**src/hdl/escf_pkg.sv**
```systemverilog
`timescale 1ns / 1ps
// escf_pkg: constants, register indexes and crc helper for the escape framer
// no dependencies

package escf_pkg;

    localparam logic [7:0]  ESC_BYTE   = 8'h7D;
    localparam logic [7:0]  FLAG_BYTE  = 8'h7E;
    localparam logic [7:0]  ESC_XOR    = 8'h20;
    localparam logic [15:0] CRC_POLY   = 16'h8408;
    localparam logic [15:0] CRC_INIT   = 16'hFFFF;

    localparam logic        START_ENABLE_RST = 1'b1;
    localparam logic [7:0]  START_CHAR_RST   = 8'h7E;
    localparam logic [7:0]  END_CHAR_RST     = 8'h7E;

    localparam int SLOT_COUNT = 8;
    localparam int SLOT_IDX_W = $clog2(SLOT_COUNT);
    localparam int SLOT_CNT_W = $clog2(SLOT_COUNT + 1);

    typedef enum logic [1:0] {
        CFG_START_ENABLE = 2'd0,
        CFG_START_CHAR   = 2'd1,
        CFG_END_CHAR     = 2'd2
    } cfg_reg_t;

    typedef struct packed {
        logic [7:0] out_byte;
        logic       frame_end;
    } slot_t;

    function automatic logic [15:0] crc_update(input logic [15:0] crc_in,
                                               input logic [7:0]  data);
        logic [15:0] crc;
        crc = crc_in ^ {8'h00, data};
        for (int k = 0; k < 8; k++)
        begin
            if (crc[0])
                crc = (crc >> 1) ^ CRC_POLY;
            else
                crc = crc >> 1;
        end
        return crc;
    endfunction

    function automatic logic needs_escape(input logic [7:0] data);
        return (data == ESC_BYTE) || (data == FLAG_BYTE);
    endfunction

endpackage

```
**src/hdl/escf_if.sv**
```systemverilog
`timescale 1ns / 1ps
// escf_in_if / escf_out_if: valid/ready channels of the escape framer
// no dependencies

interface escf_in_if;
    logic       valid;
    logic       ready;
    logic [7:0] data_byte;
    logic       last_byte;

    modport source (output valid, output data_byte, output last_byte, input ready);
    modport sink   (input valid, input data_byte, input last_byte, output ready);
endinterface

interface escf_out_if;
    logic       valid;
    logic       ready;
    logic [7:0] out_byte;
    logic       frame_end;

    modport source (output valid, output out_byte, output frame_end, input ready);
    modport sink   (input valid, input out_byte, input frame_end, output ready);
endinterface

```
**src/hdl/escape_framer_crc16_unit.sv**
```systemverilog
`timescale 1ns / 1ps
// escape_framer_crc16_unit: byte framer with 0x7d/0x7e escaping and crc-16/x-25
// depends on escf_pkg and escf_if
//
//  channel   | dir | payload                 | handshake
//  ----------+-----+-------------------------+-------------
//  in_ch     | in  | data_byte, last_byte    | valid/ready
//  out_ch    | out | out_byte, frame_end     | valid/ready
//  cfg       | in  | cfg_index, cfg_data     | cfg_we only
//
// an accepted byte expands into a registered slot buffer of 1 to 8 output bytes
// the buffer drains one byte per cycle while out_ch.ready is high
// one input byte makes 1 to 8 output bytes, typically 1 or 2 inside a frame
// the next byte is taken in the cycle the buffer's final byte leaves
// reset clears crc, frame state, buffer count and config; no clearing pass

module escape_framer_crc16_unit (
    input  logic                  clk,
    input  logic                  rst_n,
    input  logic                  cfg_we,
    input  logic [1:0]            cfg_index,
    input  logic [7:0]            cfg_data,
    escf_in_if.sink               in_ch,
    escf_out_if.source            out_ch
);

    logic        start_enable_reg;
    logic [7:0]  start_char_reg;
    logic [7:0]  end_char_reg;
    logic [15:0] crc_reg;
    logic        in_frame_reg;

    escf_pkg::slot_t                      slot_reg [escf_pkg::SLOT_COUNT];
    escf_pkg::slot_t                      slot_next [escf_pkg::SLOT_COUNT];
    logic [escf_pkg::SLOT_CNT_W-1:0]      left_reg;
    logic [escf_pkg::SLOT_IDX_W-1:0]      rd_ptr_reg;

    logic [escf_pkg::SLOT_CNT_W-1:0]      fill_cnt;
    logic [15:0]                          crc_next;
    logic [15:0]                          fcs;
    logic                                 in_take;
    logic                                 out_take;

    // config registers
    always_ff @(posedge clk or negedge rst_n)
    begin
        if (!rst_n)
        begin
            start_enable_reg <= escf_pkg::START_ENABLE_RST;
            start_char_reg   <= escf_pkg::START_CHAR_RST;
            end_char_reg     <= escf_pkg::END_CHAR_RST;
        end
        else if (cfg_we)
        begin
            unique case (cfg_index)
                escf_pkg::CFG_START_ENABLE: start_enable_reg <= cfg_data[0];
                escf_pkg::CFG_START_CHAR:   start_char_reg   <= cfg_data;
                escf_pkg::CFG_END_CHAR:     end_char_reg     <= cfg_data;
                default: ;
            endcase
        end
    end

    assign in_ch.ready = (left_reg == '0) ||
                         ((left_reg == escf_pkg::SLOT_CNT_W'(1)) && out_ch.ready);
    assign in_take     = in_ch.valid && in_ch.ready;
    assign out_take    = out_ch.valid && out_ch.ready;

    assign crc_next = escf_pkg::crc_update(crc_reg, in_ch.data_byte);
    assign fcs      = ~crc_next;

    // expand one transaction into its output byte sequence
    always_comb
    begin
        logic [escf_pkg::SLOT_CNT_W-1:0] n;
        logic [7:0]                      b;
        n = '0;
        for (int i = 0; i < escf_pkg::SLOT_COUNT; i++)
            slot_next[i] = '0;

        if (!in_frame_reg && start_enable_reg)
        begin
            slot_next[n[escf_pkg::SLOT_IDX_W-1:0]] = '{start_char_reg, 1'b0};
            n = n + 1'b1;
        end

        for (int j = 0; j < 3; j++)
        begin
            if (j == 0)
                b = in_ch.data_byte;
            else if (j == 1)
                b = fcs[7:0];
            else
                b = fcs[15:8];
            if ((j == 0) || in_ch.last_byte)
            begin
                if (escf_pkg::needs_escape(b))
                begin
                    slot_next[n[escf_pkg::SLOT_IDX_W-1:0]] = '{escf_pkg::ESC_BYTE, 1'b0};
                    n = n + 1'b1;
                    slot_next[n[escf_pkg::SLOT_IDX_W-1:0]] = '{b ^ escf_pkg::ESC_XOR, 1'b0};
                    n = n + 1'b1;
                end
                else
                begin
                    slot_next[n[escf_pkg::SLOT_IDX_W-1:0]] = '{b, 1'b0};
                    n = n + 1'b1;
                end
            end
        end

        if (in_ch.last_byte)
        begin
            slot_next[n[escf_pkg::SLOT_IDX_W-1:0]] = '{end_char_reg, 1'b1};
            n = n + 1'b1;
        end
        fill_cnt = n;
    end

    // frame state and drain control
    always_ff @(posedge clk or negedge rst_n)
    begin
        if (!rst_n)
        begin
            crc_reg      <= escf_pkg::CRC_INIT;
            in_frame_reg <= 1'b0;
            left_reg     <= '0;
            rd_ptr_reg   <= '0;
        end
        else if (in_take)
        begin
            crc_reg      <= in_ch.last_byte ? escf_pkg::CRC_INIT : crc_next;
            in_frame_reg <= !in_ch.last_byte;
            left_reg     <= fill_cnt;
            rd_ptr_reg   <= '0;
        end
        else if (out_take)
        begin
            left_reg   <= left_reg - 1'b1;
            rd_ptr_reg <= rd_ptr_reg + 1'b1;
        end
    end

    always_ff @(posedge clk)
    begin
        if (in_take)
            slot_reg <= slot_next;
    end

    assign out_ch.valid     = (left_reg != '0);
    assign out_ch.out_byte  = slot_reg[rd_ptr_reg].out_byte;
    assign out_ch.frame_end = slot_reg[rd_ptr_reg].frame_end;

endmodule

```
**src/flat_wrapper.sv**
```systemverilog
// flat-port wrapper written by rule: the top's interface ports become plain ports
module escape_framer_crc16_unit_flat 
  (clk, rst_n, cfg_we, cfg_index, cfg_data, in_ch_valid, in_ch_data_byte, in_ch_last_byte, in_ch_ready, out_ch_valid, out_ch_out_byte, out_ch_frame_end, out_ch_ready);
  escf_in_if in_ch_i ();
  escf_out_if out_ch_i ();
  input  logic clk;
  input  logic rst_n;
  input  logic cfg_we;
  input  logic [1:0] cfg_index;
  input  logic [7:0] cfg_data;
  input wire logic [$bits(in_ch_i.valid)-1:0] in_ch_valid;
  input wire logic [$bits(in_ch_i.data_byte)-1:0] in_ch_data_byte;
  input wire logic [$bits(in_ch_i.last_byte)-1:0] in_ch_last_byte;
  output wire logic [$bits(in_ch_i.ready)-1:0] in_ch_ready;
  output wire logic [$bits(out_ch_i.valid)-1:0] out_ch_valid;
  output wire logic [$bits(out_ch_i.out_byte)-1:0] out_ch_out_byte;
  output wire logic [$bits(out_ch_i.frame_end)-1:0] out_ch_frame_end;
  input wire logic [$bits(out_ch_i.ready)-1:0] out_ch_ready;
  assign in_ch_i.valid = in_ch_valid;
  assign in_ch_i.data_byte = in_ch_data_byte;
  assign in_ch_i.last_byte = in_ch_last_byte;
  assign in_ch_ready = in_ch_i.ready;
  assign out_ch_valid = out_ch_i.valid;
  assign out_ch_out_byte = out_ch_i.out_byte;
  assign out_ch_frame_end = out_ch_i.frame_end;
  assign out_ch_i.ready = out_ch_ready;
  escape_framer_crc16_unit u_core (.clk(clk), .rst_n(rst_n), .cfg_we(cfg_we), .cfg_index(cfg_index), .cfg_data(cfg_data), .in_ch(in_ch_i), .out_ch(out_ch_i));
endmodule
```
**config.mk**
```make
export PLATFORM = sky130hd
export DESIGN_NAME = escape_framer_crc16_unit_flat
export DESIGN_NICKNAME = d
export VERILOG_FILES = /design/src/hdl/escf_pkg.sv /design/src/hdl/escf_if.sv /design/src/hdl/escape_framer_crc16_unit.sv /design/src/flat_wrapper.sv
export SDC_FILE = /design/constraint.sdc
export NUM_CORES = 1
export LEC_CHECK = 0
export BUFFER_PORTS_ARGS = -buffer_cell sky130_fd_sc_hd__buf_2
export CORE_ASPECT_RATIO = 1.4
export CORE_MARGIN = 1
export CORE_UTILIZATION = 40
export DETAILED_ROUTE_END_ITERATION = 10
export PLACE_DENSITY_LB_ADDON = 0.3
export SLEW_MARGIN = 20
export SYNTH_ARGS = -nofsm -noshare
export SYNTH_HDL_FRONTEND = slang
export SYNTH_SLANG_ARGS = --single-unit
export TNS_END_PERCENT = 10
```
**constraint.sdc**
```tcl
create_clock -name clk -period 13.2 [get_ports clk]
set_input_delay 2.64 -clock clk [delete_from_list [all_inputs] [get_ports clk]]
set_output_delay 2.64 -clock clk [all_outputs]
set_load 0.005 [all_outputs]
```
==> impl_results.md <==
- Diodes inserted: 0
- Final setup fails: 0
- Synthesized flop and latch total: 113
- Clock power frac: 19.4%
- H-Tree Level Count: 4
- Max FO, Critical Path: 26
- Final min period: 7.93 ns
- Routed wire length: 25.0 mm
- Pwr dens: 254 mW/mm^2
- Clk buf depth: 2
- Fillers: 1884
- Psw: 1.01 mW
- Logic pwr share: 55.1%
- Drt first pass iters: 6
- Setup ws final: 5.27 ns
- Critical path's slowest cell: ha_1
- FF-to-FF Start: u_core.crc_reg[3]
- Power consumption: 2.22 mW
- Max FFs per register: 72
- Detailed-route DRC error count: 0
- Synth warn: 0
- Worst Min Path Start: u_core.crc_reg[11]
- CP Data Required Time: 13.35 ns
- Hold Path Stages: 2
- Switching Share: 45.5%
- Critical path's largest stage delay: 0.85 ns
- Max Cap Viol: 0
- Clock root cell: clkbuf_16
- Final Max Slew Viols: 0
- Final hold slack: 0.504 ns
- Largest net degree at the start of global routing: 80
- Final std cells w/o fill: 1018
- Sequential Power Share: 25.5%
- Worst-path clk slew: 0.06 ns
- Inst Count DP: 986
- Chip height: 168 microns
- Post-Syn Area: 0.00785 sq mm
- Worst-margin pin slew: 0.971 ns
- Fmax achieved: 126 MHz
- LEAKAGE: 3.15 nW
- Detailed-placement wirelength estimate: 18.3 mm
- Internal cell power: 1.21 mW
- Critical path cell sequence: buf_2, xor2_1, and4_1, ha_1, inv_2, xnor2_4, inv_2, ha_1, xnor2_1, nand3_1, a31oi_2, nand3_1, o211ai_1, o22ai_1
- Worst-Skew Late Latency: 0.42 ns
- Drt wl/cell: 24.5 microns
- Die ar.: 0.0202 sq mm
- Sequential area share after synthesis: 41.1%
- Post-synth EDFFs: 72
- CP Class: input pin to flip-flop
- Place WS: 5.00 ns
- Fin. Hold Viols: 0
- Asr flop ratio synth: 36.3%
- CTS tree: yes
- Mapped Avg Cell Area: 10.5 sq um
- PortBufs: 34
- Post-cts gate resize count: 0
- RSZ-0062 raised after global routing: false
- Gr ovfl total: 0
- Post-CTS Setup Bufs: 0
- Reg area: 0.00322 sq mm
- Initial antenna violation count: 0
- TNS Setup: 0 ns
- Status: completed
- DR vias: 6404
- CP endpoint kind: flip-flop
- R2R depth: 13
- Die W: 120 microns
- Startpoint types: input pin
- Netlist cell types: 90
- Hold Path End: u_core.crc_reg[11]
- Multi-input logic area: 0.00431 sq mm
- Std-Cell Core Area: 0.0192 sq mm
- Share of cells above drive strength 1: 23.9%
- Synthesis-to-finish area growth: 11.2%
- Worst Skew: 0.0138 ns
- Routability cong.: 0.981
- Reg-to-reg setup timing slack: 7.23 ns
- Critical Path AT: 8.08 ns
- Path type of the worst min-delay path: flip-flop to flip-flop
- Hold-fix buffers, CTS: 0
- CTS buffer count: 17
- Rel. slew slack: 34.8%
- # IOs: 35
- Mapped Cells: 745
- Site row count: 60
- Synth Flop Type: edfxtp_1
- Vias in the first global route: 6250
- R2r endpoint: u_core.slot_reg[7]
- Vias per cell: 6.29
- Clock Sinks: 113
- Starting DRC count in detailed routing: 661
- First-pass GRT wire length: 37.9 mm
- Initial Utilization: 40.9%
- Total GRT Usage: 25.4%
- Final period util: 60.1%
- Final nets: 795
- Worst VDD drop: 0.000206 V
- ANT nets after route: 0
-- worst max-delay path by stage --
stage | start | end | slack, ns | depth (start not counted)
final | in_ch_data_byte[1] | u_core.slot_reg[7] | 5.27 | 14
after global routing | in_ch_data_byte[2] | u_core.slot_reg[5] | 4.89 | 14
after CTS | in_ch_data_byte[2] | u_core.slot_reg[7] | 5.39 | 14
after detailed placement | in_ch_data_byte[2] | u_core.slot_reg[7] | 5.00 | 14
after global placement | in_ch_data_byte[2] | u_core.slot_reg[7] | 5.08 | 14
after floorplan | in_ch_data_byte[3] | u_core.left_reg[3] | 6.23 | 18
-- cell usage in the layout (no fill, tap or decap), types with 4 or more instances in the layout --
master	instances
edfxtp_1	72
nor2_1	58
nand2_1	56
a21oi_1	50
mux2_2	35
buf_2	34
dfstp_2	29
nand3_1	27
o21ai_0	26
xnor2_1	25
nor3_1	23
o22ai_1	20
inv_1	18
mux4_2	18
mux2i_1	17
clkbuf_16	17
ha_1	14
a31oi_1	13
dfrtp_1	12
buf_4	11
o221ai_1	10
o31ai_1	9
o211ai_1	8
o32a_1	7
xnor3_1	6
o2111ai_1	6
a211oi_1	6
a22oi_1	6
and3_1	5
or3_1	5
a211o_1	5
a221oi_1	5
o32ai_1	5
nor4_1	4
clkinv_2	4
a2bb2oi_1	4
-- synth_stat cells (7+ instances only) --
master	number	area share, %
mux2i_1	17	2.2
a21oi_1	50	3.2
a31oi_1	13	1.0
dfrtp_1	12	3.8
o211ai_1	8	0.76
inv_1	19	0.91
o221ai_1	10	1.1
o21ai_0	26	1.7
o22ai_1	20	1.6
nand3_1	27	1.7
o32a_1	7	0.89
mux2_2	35	5.0
edfxtp_1	72	28
dfstp_2	29	9.7
nor2_1	58	2.8
buf_2	10	0.64
ha_1	14	2.2
nor3_1	23	1.5
nand2_1	56	2.7
o31ai_1	9	0.86
mux4_2	18	5.2
xnor2_1	25	2.8
clkbuf_1	33	1.6
-- through the flow --
stage | instance area (sq um) | utilization (%)
after CTS | 8730 | 45.4
after global routing | 8730 | 45.4
final | 8730 | 45.4
after floorplan | 7860 | -
after global placement | 8190 | 42.6
after detailed placement | 8190 | 42.6
-- logic make-up (layout without fill, tap and decap cells) --
kind of cell    Yosys count  after routing  share of synthesized area (%)
compound gates          220            220                           19.9
simple gates            204            204                           12.2
flops                   113            113                           41.1
buf+inv                  76            100                           4.09
mux                      72             72                           12.7
xor+xnor                 45             45                           7.84
fa+ha+maj                14             14                           2.23
other cells               1              2                         0.0478
-- cell type report --
class | count | area share [%]
Sequential cell | 113 | 36.9
Tap cell | 248 | 3.55
Clock buffer | 19 | 4.96
Timing Repair Buffer | 45 | 2.89
Inverter | 23 | 1.00
Multi-Input combinational cell | 557 | 49.4
Clock inverter | 13 | 1.32
-- worst max-delay path, delay by kind of cell --
| kind | cells | cell delay, ns |
|---|---|---|
| xor+xnor | 3 | 1.22 |
| fa+ha+maj | 2 | 1.21 |
| compound gates | 3 | 1.10 |
| simple gates | 3 | 1.01 |
| buf+inv | 3 | 0.86 |
-- power by group through the flow --
stage / Clock [mW] / Combinational [mW] / Sequential (mW)
floorplan: 0 / 0.874 / 0.537
global placement: 0 / 1.20 / 0.572
detailed placement: 0 / 1.19 / 0.574
CTS: 0.433 / 1.20 / 0.567
global route: 0.449 / 1.29 / 0.575
finish: 0.430 / 1.22 / 0.566
-- per-layer routing --
layer	share of wire, %	up-vias	global-route usage [%]
li1	-	2912	-
met5	0	-	0
met3	5.7	51	3.76
met1	39	3143	31.3
met2	51	298	44.1
met4	3.4	0	10.8
Note: power is estimated with default switching activity, not from simulation.
